**src/rtl/wmie_pkg.sv**
```systemverilog
// ============================================================================
// wmie_pkg
// Shared types and constants of the word machine instruction executor.
// ============================================================================
package wmie_pkg;

   // Machine size.
   localparam int unsigned MEM_WORDS   = 100;
   localparam int unsigned BLOCK_WORDS = 10;
   localparam int unsigned ADDR_W      = 7;
   localparam int unsigned BLK_W       = 4;

   // Request operation codes.
   localparam logic [2:0] OP_CLEAR = 3'd0;
   localparam logic [2:0] OP_LOAD  = 3'd1;
   localparam logic [2:0] OP_START = 3'd2;
   localparam logic [2:0] OP_STEP  = 3'd3;
   localparam logic [2:0] OP_CARD  = 3'd4;

   // Result status codes.
   localparam logic [2:0] STAT_OK      = 3'd0;
   localparam logic [2:0] STAT_CARD    = 3'd1;
   localparam logic [2:0] STAT_PRINT   = 3'd2;
   localparam logic [2:0] STAT_HALT    = 3'd3;
   localparam logic [2:0] STAT_BADOP   = 3'd4;
   localparam logic [2:0] STAT_BADADDR = 3'd5;

   // Character codes.
   localparam logic [7:0] CHAR_HASH  = 8'h23;
   localparam logic [7:0] CHAR_ZERO  = 8'h30;
   localparam logic [7:0] CHAR_NINE  = 8'h39;
   localparam logic [7:0] CHAR_NL    = 8'h0A;
   localparam logic [7:0] CHAR_SPACE = 8'h20;
   localparam logic [7:0] CHAR_H     = 8'h48;
   localparam logic [7:0] CHAR_G     = 8'h47;
   localparam logic [7:0] CHAR_P     = 8'h50;
   localparam logic [7:0] CHAR_L     = 8'h4C;
   localparam logic [7:0] CHAR_S     = 8'h53;
   localparam logic [7:0] CHAR_C     = 8'h43;
   localparam logic [7:0] CHAR_B     = 8'h42;
   localparam logic [7:0] CHAR_D     = 8'h44;
   localparam logic [7:0] CHAR_R     = 8'h52;
   localparam logic [7:0] CHAR_T     = 8'h54;

   localparam logic [31:0] HASH_WORD = 32'h2323_2323;

   // One printed word.
   typedef struct packed {
      logic [31:0] word;
      logic [2:0]  count;
   } print_type;

   // Keeps the characters before the first hash and turns newlines into spaces.
   function automatic print_type fmt_print(input logic [31:0] w);
      print_type  r;
      logic [7:0] ch;
      logic       stop;
      r.word  = '0;
      r.count = '0;
      stop    = 1'b0;
      for (int p = 0; p < 4; p++) begin
         ch = w[31-8*p -: 8];
         if (ch == CHAR_HASH) begin
            stop = 1'b1;
         end
         if (!stop) begin
            if (ch == CHAR_NL) begin
               ch = CHAR_SPACE;
            end
            r.word[31-8*p -: 8] = ch;
            r.count = r.count + 3'd1;
         end
      end
      return r;
   endfunction

endpackage

```
**src/rtl/wmie_ram.sv**
```systemverilog
// ============================================================================
// wmie_ram
// Generic single-port-write, single-port-read RAM with a registered read.
// ============================================================================
module wmie_ram #(
   parameter int unsigned WIDTH = 32,
   parameter int unsigned DEPTH = 100
) (
   input  logic                     clock,
   input  logic                     wr_en,
   input  logic [$clog2(DEPTH)-1:0] wr_addr,
   input  logic [WIDTH-1:0]         wr_data,
   input  logic                     rd_en,
   input  logic [$clog2(DEPTH)-1:0] rd_addr,
   output logic [WIDTH-1:0]         rd_data
);

   logic [WIDTH-1:0] mem_ff [DEPTH];
   logic [WIDTH-1:0] rd_data_ff;

   // Write port.
   always_ff @(posedge clock) begin
      if (wr_en) begin
         mem_ff[wr_addr] <= wr_data;
      end
   end

   // Read port; data holds until the next read.
   always_ff @(posedge clock) begin
      if (rd_en) begin
         rd_data_ff <= mem_ff[rd_addr];
      end
   end

   assign rd_data = rd_data_ff;

endmodule

```
**src/rtl/word_machine_instruction_executor_top.sv**
```systemverilog
// ============================================================================
// word_machine_instruction_executor_top
// Small word machine: 100 four-character words, register R, compare flag and
// instruction counter, driven by clear, load, start, step and card requests.
// ============================================================================
//
//   Channel   Direction   Handshake              Payload
//   req_      in          req_valid/req_stall    op, word, char_count
//   rsp_      out         rsp_valid/rsp_stall    status, out_word, out_count, last
//
// Clear, load, start and ignored requests go straight to the emit state, as does
// a step that is refused at once; a step that reads memory goes through decode
// (LR and CR also through an operand state), as the single memory read port is registered.
// PD reads each block word and then hands it out, ten words in all, waiting on any output stall.
// A card word is read, then merged and written back, then its result is emitted.
// Reset is synchronous and clears per-word valid bits, so memory reads as hash
// at once; there is no clearing pass. req_stall is high while a request is in
// work; a finished result waits in the output register and stalls the next.
module word_machine_instruction_executor_top (
   input  logic        clock,
   input  logic        reset,
   input  logic        req_valid,
   output logic        req_stall,
   input  logic [2:0]  req_op,
   input  logic [31:0] req_word,
   input  logic [2:0]  req_char_count,
   output logic        rsp_valid,
   input  logic        rsp_stall,
   output logic [2:0]  rsp_status,
   output logic [31:0] rsp_out_word,
   output logic [2:0]  rsp_out_count,
   output logic        rsp_last
);
   import wmie_pkg::*;

   // Sequencer states.
   localparam logic [2:0] S_IDLE   = 3'd0;
   localparam logic [2:0] S_EMIT   = 3'd1;
   localparam logic [2:0] S_DECODE = 3'd2;
   localparam logic [2:0] S_OPEX   = 3'd3;
   localparam logic [2:0] S_CARD   = 3'd4;
   localparam logic [2:0] S_PRD    = 3'd5;
   localparam logic [2:0] S_PRW    = 3'd6;

   localparam logic [ADDR_W-1:0] MEM_END   = ADDR_W'(MEM_WORDS);
   localparam logic [ADDR_W-1:0] BLK_LIMIT = ADDR_W'(MEM_WORDS - BLOCK_WORDS);
   localparam logic [BLK_W-1:0]  BLK_LAST  = BLK_W'(BLOCK_WORDS - 1);
   localparam logic [BLK_W-1:0]  BLK_FULL  = BLK_W'(BLOCK_WORDS);

   logic [2:0]           state_ff, state_in;
   logic [ADDR_W-1:0]    ic_ff, ic_in;
   logic [31:0]          greg_ff, greg_in;
   logic                 flag_ff, flag_in;
   logic [ADDR_W-1:0]    load_ptr_ff, load_ptr_in;
   logic [ADDR_W-1:0]    card_ptr_ff, card_ptr_in;
   logic [BLK_W-1:0]     card_left_ff, card_left_in;
   logic                 halted_ff, halted_in;
   logic [MEM_WORDS-1:0] word_valid_ff, word_valid_in;
   logic                 rd_valid_ff, rd_valid_in;
   logic [2:0]           pend_ff, pend_in;
   logic [BLK_W-1:0]     blk_ff, blk_in;
   logic [ADDR_W-1:0]    opaddr_ff, opaddr_in;
   logic                 op_cr_ff, op_cr_in;
   logic [31:0]          card_word_ff, card_word_in;
   logic [2:0]           card_cnt_ff, card_cnt_in;

   logic                 rsp_valid_ff, rsp_valid_in;
   logic [2:0]           rsp_status_ff, rsp_status_in;
   logic [31:0]          rsp_word_ff, rsp_word_in;
   logic [2:0]           rsp_count_ff, rsp_count_in;
   logic                 rsp_last_ff, rsp_last_in;

   logic                 wr_en, rd_en;
   logic [ADDR_W-1:0]    wr_addr, rd_addr;
   logic [31:0]          wr_data, rd_data, mem_word;
   logic                 req_accept, out_free, out_load;
   logic [7:0]           c0, c1, d0, d1;
   logic [3:0]           d0n, d1n;
   logic                 addr_ok, opcode_ok;
   logic [ADDR_W-1:0]    loc;
   logic [31:0]          merged;
   logic [BLK_W-1:0]     left_dec;
   print_type            pr;

   // State memory.
   wmie_ram #(
      .WIDTH(32),
      .DEPTH(MEM_WORDS)
   ) u_mem (
      .clock  (clock),
      .wr_en  (wr_en),
      .wr_addr(wr_addr),
      .wr_data(wr_data),
      .rd_en  (rd_en),
      .rd_addr(rd_addr),
      .rd_data(rd_data)
   );

   // A word never written since clear reads as all hash.
   assign mem_word = rd_valid_ff ? rd_data : HASH_WORD;

   assign req_stall  = (state_ff != S_IDLE);
   assign req_accept = req_valid && !req_stall;
   assign out_free   = !rsp_valid_ff || !rsp_stall;

   // Instruction fields and address decode.
   assign c0  = mem_word[31:24];
   assign c1  = mem_word[23:16];
   assign d0  = mem_word[15:8];
   assign d1  = mem_word[7:0];
   assign d0n = 4'(d0 - CHAR_ZERO);
   assign d1n = 4'(d1 - CHAR_ZERO);
   assign addr_ok = (d0 >= CHAR_ZERO) && (d0 <= CHAR_NINE) &&
                    (d1 >= CHAR_ZERO) && (d1 <= CHAR_NINE);
   assign loc = ({3'b000, d0n} << 3) + ({3'b000, d0n} << 1) + {3'b000, d1n};
   assign opcode_ok = (c0 == CHAR_G && c1 == CHAR_D) || (c0 == CHAR_P && c1 == CHAR_D) ||
                      (c0 == CHAR_L && c1 == CHAR_R) || (c0 == CHAR_S && c1 == CHAR_R) ||
                      (c0 == CHAR_C && c1 == CHAR_R) || (c0 == CHAR_B && c1 == CHAR_T);

   // Card merge: the leading characters come from the card word.
   always_comb begin
      merged = mem_word;
      for (int p = 0; p < 4; p++) begin
         if (3'(p) < card_cnt_ff) begin
            merged[31-8*p -: 8] = card_word_ff[31-8*p -: 8];
         end
      end
      left_dec = (card_cnt_ff < 3'd4) ? '0 : card_left_ff - 4'd1;
   end

   assign pr = fmt_print(mem_word);

   // Sequencer.
   always_comb begin
      state_in      = state_ff;
      ic_in         = ic_ff;
      greg_in       = greg_ff;
      flag_in       = flag_ff;
      load_ptr_in   = load_ptr_ff;
      card_ptr_in   = card_ptr_ff;
      card_left_in  = card_left_ff;
      halted_in     = halted_ff;
      word_valid_in = word_valid_ff;
      rd_valid_in   = rd_valid_ff;
      pend_in       = pend_ff;
      blk_in        = blk_ff;
      opaddr_in     = opaddr_ff;
      op_cr_in      = op_cr_ff;
      card_word_in  = card_word_ff;
      card_cnt_in   = card_cnt_ff;
      wr_en         = 1'b0;
      wr_addr       = '0;
      wr_data       = greg_ff;
      rd_en         = 1'b0;
      rd_addr       = '0;
      out_load      = 1'b0;
      rsp_status_in = STAT_OK;
      rsp_word_in   = '0;
      rsp_count_in  = '0;
      rsp_last_in   = 1'b1;

      unique case (state_ff)
         S_IDLE: begin
            if (req_accept) begin
               pend_in  = STAT_OK;
               state_in = S_EMIT;
               unique case (req_op)
                  OP_CLEAR: begin
                     word_valid_in = '0;
                     load_ptr_in   = '0;
                     halted_in     = 1'b1;
                     card_left_in  = '0;
                  end
                  OP_LOAD: begin
                     if (load_ptr_ff < MEM_END) begin
                        wr_en       = 1'b1;
                        wr_addr     = load_ptr_ff;
                        wr_data     = req_word;
                        word_valid_in[load_ptr_ff] = 1'b1;
                        load_ptr_in = load_ptr_ff + 7'd1;
                     end
                  end
                  OP_START: begin
                     ic_in        = '0;
                     halted_in    = 1'b0;
                     card_left_in = '0;
                  end
                  OP_STEP: begin
                     priority if (halted_ff) begin
                        pend_in = STAT_HALT;
                     end else if (card_left_ff != '0) begin
                        pend_in = STAT_CARD;
                     end else if (ic_ff >= MEM_END) begin
                        halted_in = 1'b1;
                        pend_in   = STAT_BADADDR;
                     end else begin
                        rd_en       = 1'b1;
                        rd_addr     = ic_ff;
                        rd_valid_in = word_valid_ff[ic_ff];
                        state_in    = S_DECODE;
                     end
                  end
                  OP_CARD: begin
                     if (card_left_ff == '0 || card_ptr_ff >= MEM_END) begin
                        card_left_in = '0;
                     end else begin
                        rd_en        = 1'b1;
                        rd_addr      = card_ptr_ff;
                        rd_valid_in  = word_valid_ff[card_ptr_ff];
                        card_word_in = req_word;
                        card_cnt_in  = (req_char_count > 3'd4) ? 3'd4 : req_char_count;
                        state_in     = S_CARD;
                     end
                  end
                  default: begin
                     pend_in = STAT_OK;
                  end
               endcase
            end
         end

         // Single result waits here for the output register.
         S_EMIT: begin
            if (out_free) begin
               out_load      = 1'b1;
               rsp_status_in = pend_ff;
               state_in      = S_IDLE;
            end
         end

         // Instruction word has arrived from memory.
         S_DECODE: begin
            ic_in    = ic_ff + 7'd1;
            pend_in  = STAT_OK;
            state_in = S_EMIT;
            priority if (c0 == CHAR_H) begin
               halted_in = 1'b1;
               pend_in   = STAT_HALT;
            end else if (!opcode_ok) begin
               halted_in = 1'b1;
               pend_in   = STAT_BADOP;
            end else if (!addr_ok || (c1 == CHAR_D && loc > BLK_LIMIT)) begin
               halted_in = 1'b1;
               pend_in   = STAT_BADADDR;
            end else if (c0 == CHAR_G) begin
               card_ptr_in  = loc;
               card_left_in = BLK_FULL;
               pend_in      = STAT_CARD;
            end else if (c0 == CHAR_P) begin
               opaddr_in = loc;
               blk_in    = '0;
               state_in  = S_PRD;
            end else if (c0 == CHAR_L || c0 == CHAR_C) begin
               rd_en       = 1'b1;
               rd_addr     = loc;
               rd_valid_in = word_valid_ff[loc];
               op_cr_in    = (c0 == CHAR_C);
               state_in    = S_OPEX;
            end else if (c0 == CHAR_S) begin
               wr_en   = 1'b1;
               wr_addr = loc;
               wr_data = greg_ff;
               word_valid_in[loc] = 1'b1;
            end else begin
               if (flag_ff) begin
                  ic_in = loc;
               end
            end
         end

         // Operand of LR or CR has arrived.
         S_OPEX: begin
            if (op_cr_ff) begin
               flag_in = (greg_ff == mem_word);
            end else begin
               greg_in = mem_word;
            end
            pend_in  = STAT_OK;
            state_in = S_EMIT;
         end

         // Card word merged into the block word and written back.
         S_CARD: begin
            wr_en        = 1'b1;
            wr_addr      = card_ptr_ff;
            wr_data      = merged;
            word_valid_in[card_ptr_ff] = 1'b1;
            card_ptr_in  = card_ptr_ff + 7'd1;
            card_left_in = left_dec;
            pend_in      = (left_dec != '0) ? STAT_CARD : STAT_OK;
            state_in     = S_EMIT;
         end

         // Print: read the next block word.
         S_PRD: begin
            rd_en       = 1'b1;
            rd_addr     = opaddr_ff;
            rd_valid_in = word_valid_ff[opaddr_ff];
            state_in    = S_PRW;
         end

         // Print: hand the word to the output register.
         S_PRW: begin
            if (out_free) begin
               out_load      = 1'b1;
               rsp_status_in = STAT_PRINT;
               rsp_word_in   = pr.word;
               rsp_count_in  = pr.count;
               rsp_last_in   = (blk_ff == BLK_LAST);
               if (blk_ff == BLK_LAST) begin
                  state_in = S_IDLE;
               end else begin
                  blk_in    = blk_ff + 4'd1;
                  opaddr_in = opaddr_ff + 7'd1;
                  state_in  = S_PRD;
               end
            end
         end

         default: begin
            state_in = S_IDLE;
         end
      endcase
   end

   // Output register valid.
   assign rsp_valid_in = out_load ? 1'b1 : (rsp_valid_ff && rsp_stall);

   // Control registers.
   always_ff @(posedge clock) begin
      if (reset) begin
         state_ff      <= S_IDLE;
         ic_ff         <= '0;
         greg_ff       <= '0;
         flag_ff       <= 1'b0;
         load_ptr_ff   <= '0;
         card_ptr_ff   <= '0;
         card_left_ff  <= '0;
         halted_ff     <= 1'b1;
         word_valid_ff <= '0;
         rsp_valid_ff  <= 1'b0;
      end else begin
         state_ff      <= state_in;
         ic_ff         <= ic_in;
         greg_ff       <= greg_in;
         flag_ff       <= flag_in;
         load_ptr_ff   <= load_ptr_in;
         card_ptr_ff   <= card_ptr_in;
         card_left_ff  <= card_left_in;
         halted_ff     <= halted_in;
         word_valid_ff <= word_valid_in;
         rsp_valid_ff  <= rsp_valid_in;
      end
   end

   // Payload registers.
   always_ff @(posedge clock) begin
      rd_valid_ff  <= rd_valid_in;
      pend_ff      <= pend_in;
      blk_ff       <= blk_in;
      opaddr_ff    <= opaddr_in;
      op_cr_ff     <= op_cr_in;
      card_word_ff <= card_word_in;
      card_cnt_ff  <= card_cnt_in;
      if (out_load) begin
         rsp_status_ff <= rsp_status_in;
         rsp_word_ff   <= rsp_word_in;
         rsp_count_ff  <= rsp_count_in;
         rsp_last_ff   <= rsp_last_in;
      end
   end

   assign rsp_valid     = rsp_valid_ff;
   assign rsp_status    = rsp_status_ff;
   assign rsp_out_word  = rsp_word_ff;
   assign rsp_out_count = rsp_count_ff;
   assign rsp_last      = rsp_last_ff;

   // Checks.
   a_card_left_range: assert property (@(posedge clock) disable iff (reset)
      card_left_ff <= BLK_FULL)
      else $error("card word count above block size");

   a_ic_range: assert property (@(posedge clock) disable iff (reset)
      ic_ff <= MEM_END)
      else $error("instruction counter past memory end");

   a_clear_effect: assert property (@(posedge clock) disable iff (reset)
      (req_accept && req_op == OP_CLEAR) |=>
         (halted_ff && card_left_ff == '0 && load_ptr_ff == '0))
      else $error("clear job did not halt and reset pointers");

   a_single_last: assert property (@(posedge clock) disable iff (reset)
      (rsp_valid_ff && rsp_status_ff != STAT_PRINT) |-> rsp_last_ff)
      else $error("non-print result without last");

endmodule
```
**config.mk**
```make
export PLATFORM = sky130hd
export DESIGN_NAME = word_machine_instruction_executor_top
export DESIGN_NICKNAME = d
export VERILOG_FILES = /design/src/rtl/wmie_pkg.sv /design/src/rtl/wmie_ram.sv /design/src/rtl/word_machine_instruction_executor_top.sv
export SDC_FILE = /design/constraint.sdc
export NUM_CORES = 2
export LEC_CHECK = 0
export BUFFER_PORTS_ARGS = -buffer_cell sky130_fd_sc_hd__buf_2
export CAP_MARGIN = 5
export CORE_MARGIN = 3
export CORE_UTILIZATION = 23
export CTS_CLUSTER_DIAMETER = 60
export DETAILED_ROUTE_END_ITERATION = 8
export HOLD_SLACK_MARGIN = 0.05
export PLACE_DENSITY = 0.41
export SLEW_MARGIN = 15
export SYNTH_ARGS = -nofsm -noshare
export SYNTH_HDL_FRONTEND = slang
export SYNTH_SLANG_ARGS = --single-unit
```
**constraint.sdc**
```tcl
create_clock -name clock -period 8.26 [get_ports clock]
set_input_delay 0.826 -clock clock [delete_from_list [all_inputs] [get_ports clock]]
set_output_delay 0.826 -clock clock [all_outputs]
set_load 0.03 [all_outputs]
```
---- After elaboration in Yosys (flattened, before gate mapping) ----
Memories as Yosys holds them, arrays and structs flattened. A register that Yosys moved wholly into a read port is not among the register bits.
Cells that the tools add are included.
storage, ports and cells
  memories ................................ 1
  RAM bits ................................ 3200
  logic and storage cells ................. 393
  register bits after elaboration ......... 253
  input port bits ......................... 42
operators by class
  add/subtract/negate cells ............... 13
  reduce and logical (&&, ||, !) cells .... 67
  eq/ne operators ......................... 57
  magnitude comparators ................... 22
  bitwise operators ....................... 11
  muxes and demuxes ....................... 194
memories
  memory        depth  width  read ports  clocked after memory_dff  wr ports  line            source
  u_mem.mem_ff  100    32     1           1                         1         wmie_ram.sv:18  logic [WIDTH-1:0] mem_ff [DEPTH];
operators by type and width
  cell                 number
  $mux 100             9
  $mux 7               43
  $or 100x100->100     3
  $pmux 100 s3         1
  $pmux 100 s2         1
  $mux 32              4
  $eq 8x7->1 const B   10
  $pmux 7 s2           5
  $mux 3               22
  $pmux 32 s2          1
  $mux 1               58
  $mux 4               14
  $pmux 7 s3           2
  $lt 7x8->1 const B   5
  $eq 32x32->1         1
  $eq 8x4->1 const B   4
  $eq 8x6->1 const B   4
  $mux 8               4
  $ne 2x2->1 const B   15
  $add 7x1->7 const B  4
  $bmux 1 s7           4
  $mux 6               4
  $demux 1 s7          3
  $ge 7x1->1 const B   3
  52 further kinds     140

---- Logic depth before layout (Yosys ltp) ----
  depth in word-level cells ............... 17
  mapped depth ............................ 25
  gate-level depth less buffers ........... 16

---- Cells and area by module ----
A second synthesis with hierarchy kept.
second synthesis, totals
  cell total of the unflattened synthesis .. 7560
  area, all modules ....................... 143203.6 um^2
modules (own cells, without submodules)
  module                                 times used  area an instance (um^2)  cells each  sequential area each (um^2)
  wmie_ram                               1           123126.8                 5217        97053.1
  word_machine_instruction_executor_top  1           20076.8                  2343        5965.7

---- Worst setup path after synthesis ----
No wires, ideal clock.
  path kind ............................... input port to flip-flop
  start ................................... in req_valid
  end ..................................... mem u_mem.mem_ff[0][18] (data pin)
  data arrival time ....................... 6.940 ns
  slack ................................... 0.288 ns
  buffers on the path ..................... 2
  stages .................................. 7
  required time ........................... 7.229 ns
  cells stage by stage .................... nor4b_1 > nand2_1 > nor3_1 > clkbuf_1 > buf_1 > a211oi_1 > a221oi_1
between the ends
  cells in the longest elaborated chain, start to end .. 3
RTL lines
  element                line                                          source
  start, declared        word_machine_instruction_executor_top.sv:22   input logic req_valid,
  $logic_and 1x1->1      word_machine_instruction_executor_top.sv:103  assign req_accept = req_valid && !req_stall;
  $mux 32                word_machine_instruction_executor_top.sv:164  if (req_accept) begin
  $pmux 32 s2            word_machine_instruction_executor_top.sv:162  unique case (state_ff)
  via u_mem.wr_data[18]  wmie_ram.sv:12                                input logic [WIDTH-1:0] wr_data,
  end, declared          wmie_ram.sv:18
The timed path passes the listed nets, and every way through them passes these cells.

---- Final worst setup path ----
  start ................................... reg rd_valid_ff
  end ..................................... reg u_mem.rd_data_ff[2] (netlist: u_mem.rd_data[2]), read port of u_mem.mem_ff (data pin)
between the ends
  elaborated cells on any way between the ends .. 52
  those cells by class .................... add/sub (4); order compare (5); eq/ne (10); mux (15); reduce/logical (18)
RTL lines
  element                                             line                                                                                        source
  start, declared                                     word_machine_instruction_executor_top.sv:59                                                 logic rd_valid_ff, rd_valid_in;
  start signal, assigned                              word_machine_instruction_executor_top.sv:358                                                rd_valid_ff <= rd_valid_in;
  $mux 32 *                                           word_machine_instruction_executor_top.sv:100                                                assign mem_word = rd_valid_ff ? rd_data : HASH_WORD;
  $sub 4x1->4 *                                       word_machine_instruction_executor_top.sv:112                                                assign d1n = 4'(d1 - CHAR_ZERO);
  via d1n[1]                                          word_machine_instruction_executor_top.sv:78                                                 logic [3:0] d0n, d1n;
  $add 7x4->7 *                                       word_machine_instruction_executor_top.sv:115                                                assign loc = ({3'b000, d0n} << 3) + ({3'b000, d0n} << 1) + {3'b000, d1n};
  $gt 7x7->1 / $mux 7 (equally long branches)         word_machine_instruction_executor_top.sv:242, word_machine_instruction_executor_top.sv:253
  $logic_and 1x1->1 / $mux 7 (equally long branches)  word_machine_instruction_executor_top.sv:242, word_machine_instruction_executor_top.sv:249
  $logic_or 1x1->1 / $mux 7 (equally long branches)   word_machine_instruction_executor_top.sv:242, word_machine_instruction_executor_top.sv:245
  $mux 7 / $mux 1 (equally long branches)             word_machine_instruction_executor_top.sv:242                                                end else if (!addr_ok || (c1 == CHAR_D && loc > BLK_LIMIT)) begin
  $mux 7 / $mux 1 (equally long branches)             word_machine_instruction_executor_top.sv:239                                                end else if (!opcode_ok) begin
  $mux 7 / $mux 1 (equally long branches)             word_machine_instruction_executor_top.sv:236                                                priority if (c0 == CHAR_H) begin
  $pmux 7 s3 / $pmux 1 s3 (equally long branches)     word_machine_instruction_executor_top.sv:162
  end, declared                                       wmie_ram.sv:19                                                                              logic [WIDTH-1:0] rd_data_ff;
The timed path passes the listed nets; every way through them passes the cells marked *.
A chain may end at the register's enable or synchronous reset.

==> flow_summary.ini <==
[run_status]
outcome = completed

[placement]
dp.cells = 19700
gpl.final_weighted_congestion = 0.846
place_hpwl_um = 356000
io_buffers = 82

[floorplan]
fp-row-count = 291
start_util_pct = 23.2
die_y_um = 803
fp.coreArea_um2 = 630000
die_w_um = 803
die_area_um2 = 644000
io_pins = 83

[sta]
finalSetupTns_ps = 0
rsz0062_at_grt = no
fmax_mhz = 131
skew_ps = 121
maxSlewViolCount = 0
hold_violations = 0
setup_viol = 0
finalCritPeriodShare_pct = 92.5
relSlewSlack_pct = 7.32
worstMarginPinSlew_ps = 1380
fin_crit_ps = 7640

[cts]
path_clk_slew_ps = 60
clockRootBuffer = clkbuf_16
cts_made_buffers = 419
h-tree-depth = 5
cts_tree = built
insertion_delay_ps = 1050
cts_buffer_depth = 4
cts_sinks = 3485

[logic_synthesis]
yosysUniqueCellTypes = 88
ys_seq_area_share_pct = 70.6
synthArstFlopShare_pct = 0
netlist_top_cells_count = edfxtp_1, nand2_1, nand3_1, a21oi_1, nor2_1
synth_top_area_cell = edfxtp_1
syn_avg_cell_area_um2 = 12.6
synth_edf_count = 3322
synthTopCellsByArea = edfxtp_1, nand2_1, nand3_1
synth.most_common_cell = edfxtp_1
synth_top_area_share_pct = 68.4
syn_area_um2 = 146000
ys_warn_count = 0
syn_nets = 11600
ys.flop_type = edfxtp_1
synth-seq-cells = 3485
syn_inst = 11600

[power_and_ir_drop]
seqPwrFrac_pct = 50.4
p_sw_uw = 8170
irDropWorstVdd_mv = 0.187
combPwrFrac_pct = 1.2
p_int_uw = 29900
power_density_nw_per_um2 = 220
p_leak_uw = 0.0575
netSwitchingFraction_pct = 21.4
clkPwrFrac_pct = 48.4

[global_route]
grt-busiest-layer = met2
grt_usage_pct = 17.4
grt_pass1_vias = 95500
grt_util_met2_pct = 27.4
gr-usage-met3_pct = 2.82
grt-ovfl-total = 0
grtUsageMet1_pct = 24.8
grt_max_degree = 122
grt_pass1_wl_um = 810000
grt_antenna_before_repair = 49

[route]
routedWlPerCell_um = 28.6
firstDrtPassIters = 6
via_per_inst = 4.92
via_count = 101000
drc = 0
drt_wl_total_um = 587000
antenna_left = 0
drtIter0Drc = 12000

[critical_path]
critical_path_required_ps = 9040
worstReg2RegEnd = u_mem.rd_data[2]$_DFFE_PP_
r2r_start = rd_valid_ff$_DFFE_PP_
cpPeakStageDelay_ps = 820
regToRegSetupSlack_ps = 620
reg2reg_depth = 18
endpoint = u_mem.rd_data[2]$_DFFE_PP_
critPathArrivalTime_ps = 8410
cp_cell_sequence = nor2b_1 -> inv_1 -> ha_2 -> ha_2 -> fa_1 -> xor2_2 -> nand2_1 -> o22ai_1 -> a21oi_4 -> a41o_4 -> nor2_4 -> buf_4 -> buf_4 -> nand2_1 -> a21oi_1 -> a311oi_1 -> o211ai_1 -> nor4b_1
cp-end-kind = flop
startpoint = rd_valid_ff$_DFFE_PP_
crit_path_top_delay_cell = a41o_4
crit_fanout = 33
critPathKind = flop to flop
cp-start-kind = flop

[run]
max_cap_violations = 0

[finish]
drive_gt1_share_pct = 12.5
nets = 11900
area_growth_pct = 18.8
n_fill_cell = 64700
fin_cells = 20500

[min_path]
min_path_type = input port to flop
-- registers in the layout, summed over array words and instances (netlist names), 4 cells and up --
signal	cells
card_ptr_ff	7
u_mem.mem_ff	3200
blk_ff	4
opaddr_ff	7
u_mem.rd_data	32
ic_ff	7
load_ptr_ff	7
card_word_ff	32
greg_ff	32
word_valid_ff	100
card_left_ff	4
rsp_out_word	32
-- metal layers --
metal | vias up | share of wire [%]
met1 | 52100 | 45
met2 | 4009 | 45
met4 | 12 | 3.2
li1 | 43900 | -
met3 | 829 | 7.0
met5 | - | 0.011
-- how the worst min path moves through the flow --
stage                               from                      endpoint  cells past startpoint
finish                 req_char_count[0]  card_cnt_ff[0]$_SDFFCE_PN0P_                      2
global route                req_word[10]    card_word_ff[10]$_DFFE_PP_                      1
CTS                         req_word[10]    card_word_ff[10]$_DFFE_PP_                      1
detailed placement  flag_ff$_SDFFE_PP0P_          flag_ff$_SDFFE_PP0P_                      2
global placement    flag_ff$_SDFFE_PP0P_          flag_ff$_SDFFE_PP0P_                      2
floorplan           flag_ff$_SDFFE_PP0P_          flag_ff$_SDFFE_PP0P_                      2
-- metrics by stage --
step	hold slack [ps]	worst slack, ps	util (%)	instance area, um2	power (uW)
3_3_place_gp	460	519	25.3	159000	20000
2_1_floorplan	432	288	-	146000	19800
5_1_grt	94.1	443	27.5	173000	39100
3_5_place_dp	466	755	25.3	159000	20000
6_report	121	623	27.5	173000	38100
4_1_cts	55.7	698	27.5	173000	38400
-- power groups by stage --
stage	clock [uW]	sequential [uW]	combinational (uW)
floorplan	0	19600	179
global placement	0	19600	432
detailed placement	0	19600	433
CTS	18800	19200	444
global route	19500	19200	467
finish	18500	19200	448
-- cell families after synthesis --
family                   Yosys count  share of synthesized area, %
flip-flops                      3485                          70.6
XOR/XNOR                          39                         0.234
AND/OR/NAND/NOR                 4746                          13.9
adder cells (fa/ha/maj)           17                         0.151
buffers and inverters            851                          2.54
AO/OA/AOI/OAI                   1954                          8.69
multiplexers                     471                          3.91
-- timing repair --
item | 4_1_cts | 5_1_grt
hold endpoints to repair | 26 | 0
hold buffers | 26 | 0
resized for setup | 0 | 0
buffers inserted | 0 | 0
-- worst max-delay path: cells and delay by family, from the launching register on --
kind / cells / cell delay [ps]
AO/OA/AOI/OAI: 6 / 3170
AND/OR/NAND/NOR: 5 / 1430
adder cells (fa/ha/maj): 3 / 940
buffers and inverters: 3 / 900
flip-flops: 1 / 680
XOR/XNOR: 1 / 210
-- final cells by class --
type	instances	area [um2]	area share (%)
clock inverter	250	2540	1.46
multi-input combinational	7227	40900	23.6
inverter	45	169	0.0974
timing repair buffer	616	5210	3.00
clock buffer	515	11000	6.36
sequential	3485	103000	59.4
antenna	7	17.5	0.0101
tap	8350	10400	6.03
-- placed cells by master, fill, tap and decap left out, types with 81 or more instances in the layout --
cell       synthesis  final
and3_1           102    102
buf_4             18    449
a221oi_1         103     97
nor3_1           124    114
a31oi_1          123    120
clkbuf_1         341     85
o22ai_1          153    153
nor2_4             0    113
nor2_1           535    402
clkbuf_16          0    426
o21ai_0          202    183
a22oi_1          144    144
a21oi_1          715    699
clkinv_1           0     95
nand2_1         2641   2637
dfxtp_1          163    162
edfxtp_1        3322   3322
buf_2            349     81
nand3_1         1135   1135
a211oi_1         133    128
mux2i_1          385    385
(Power assumes the default switching activity.)
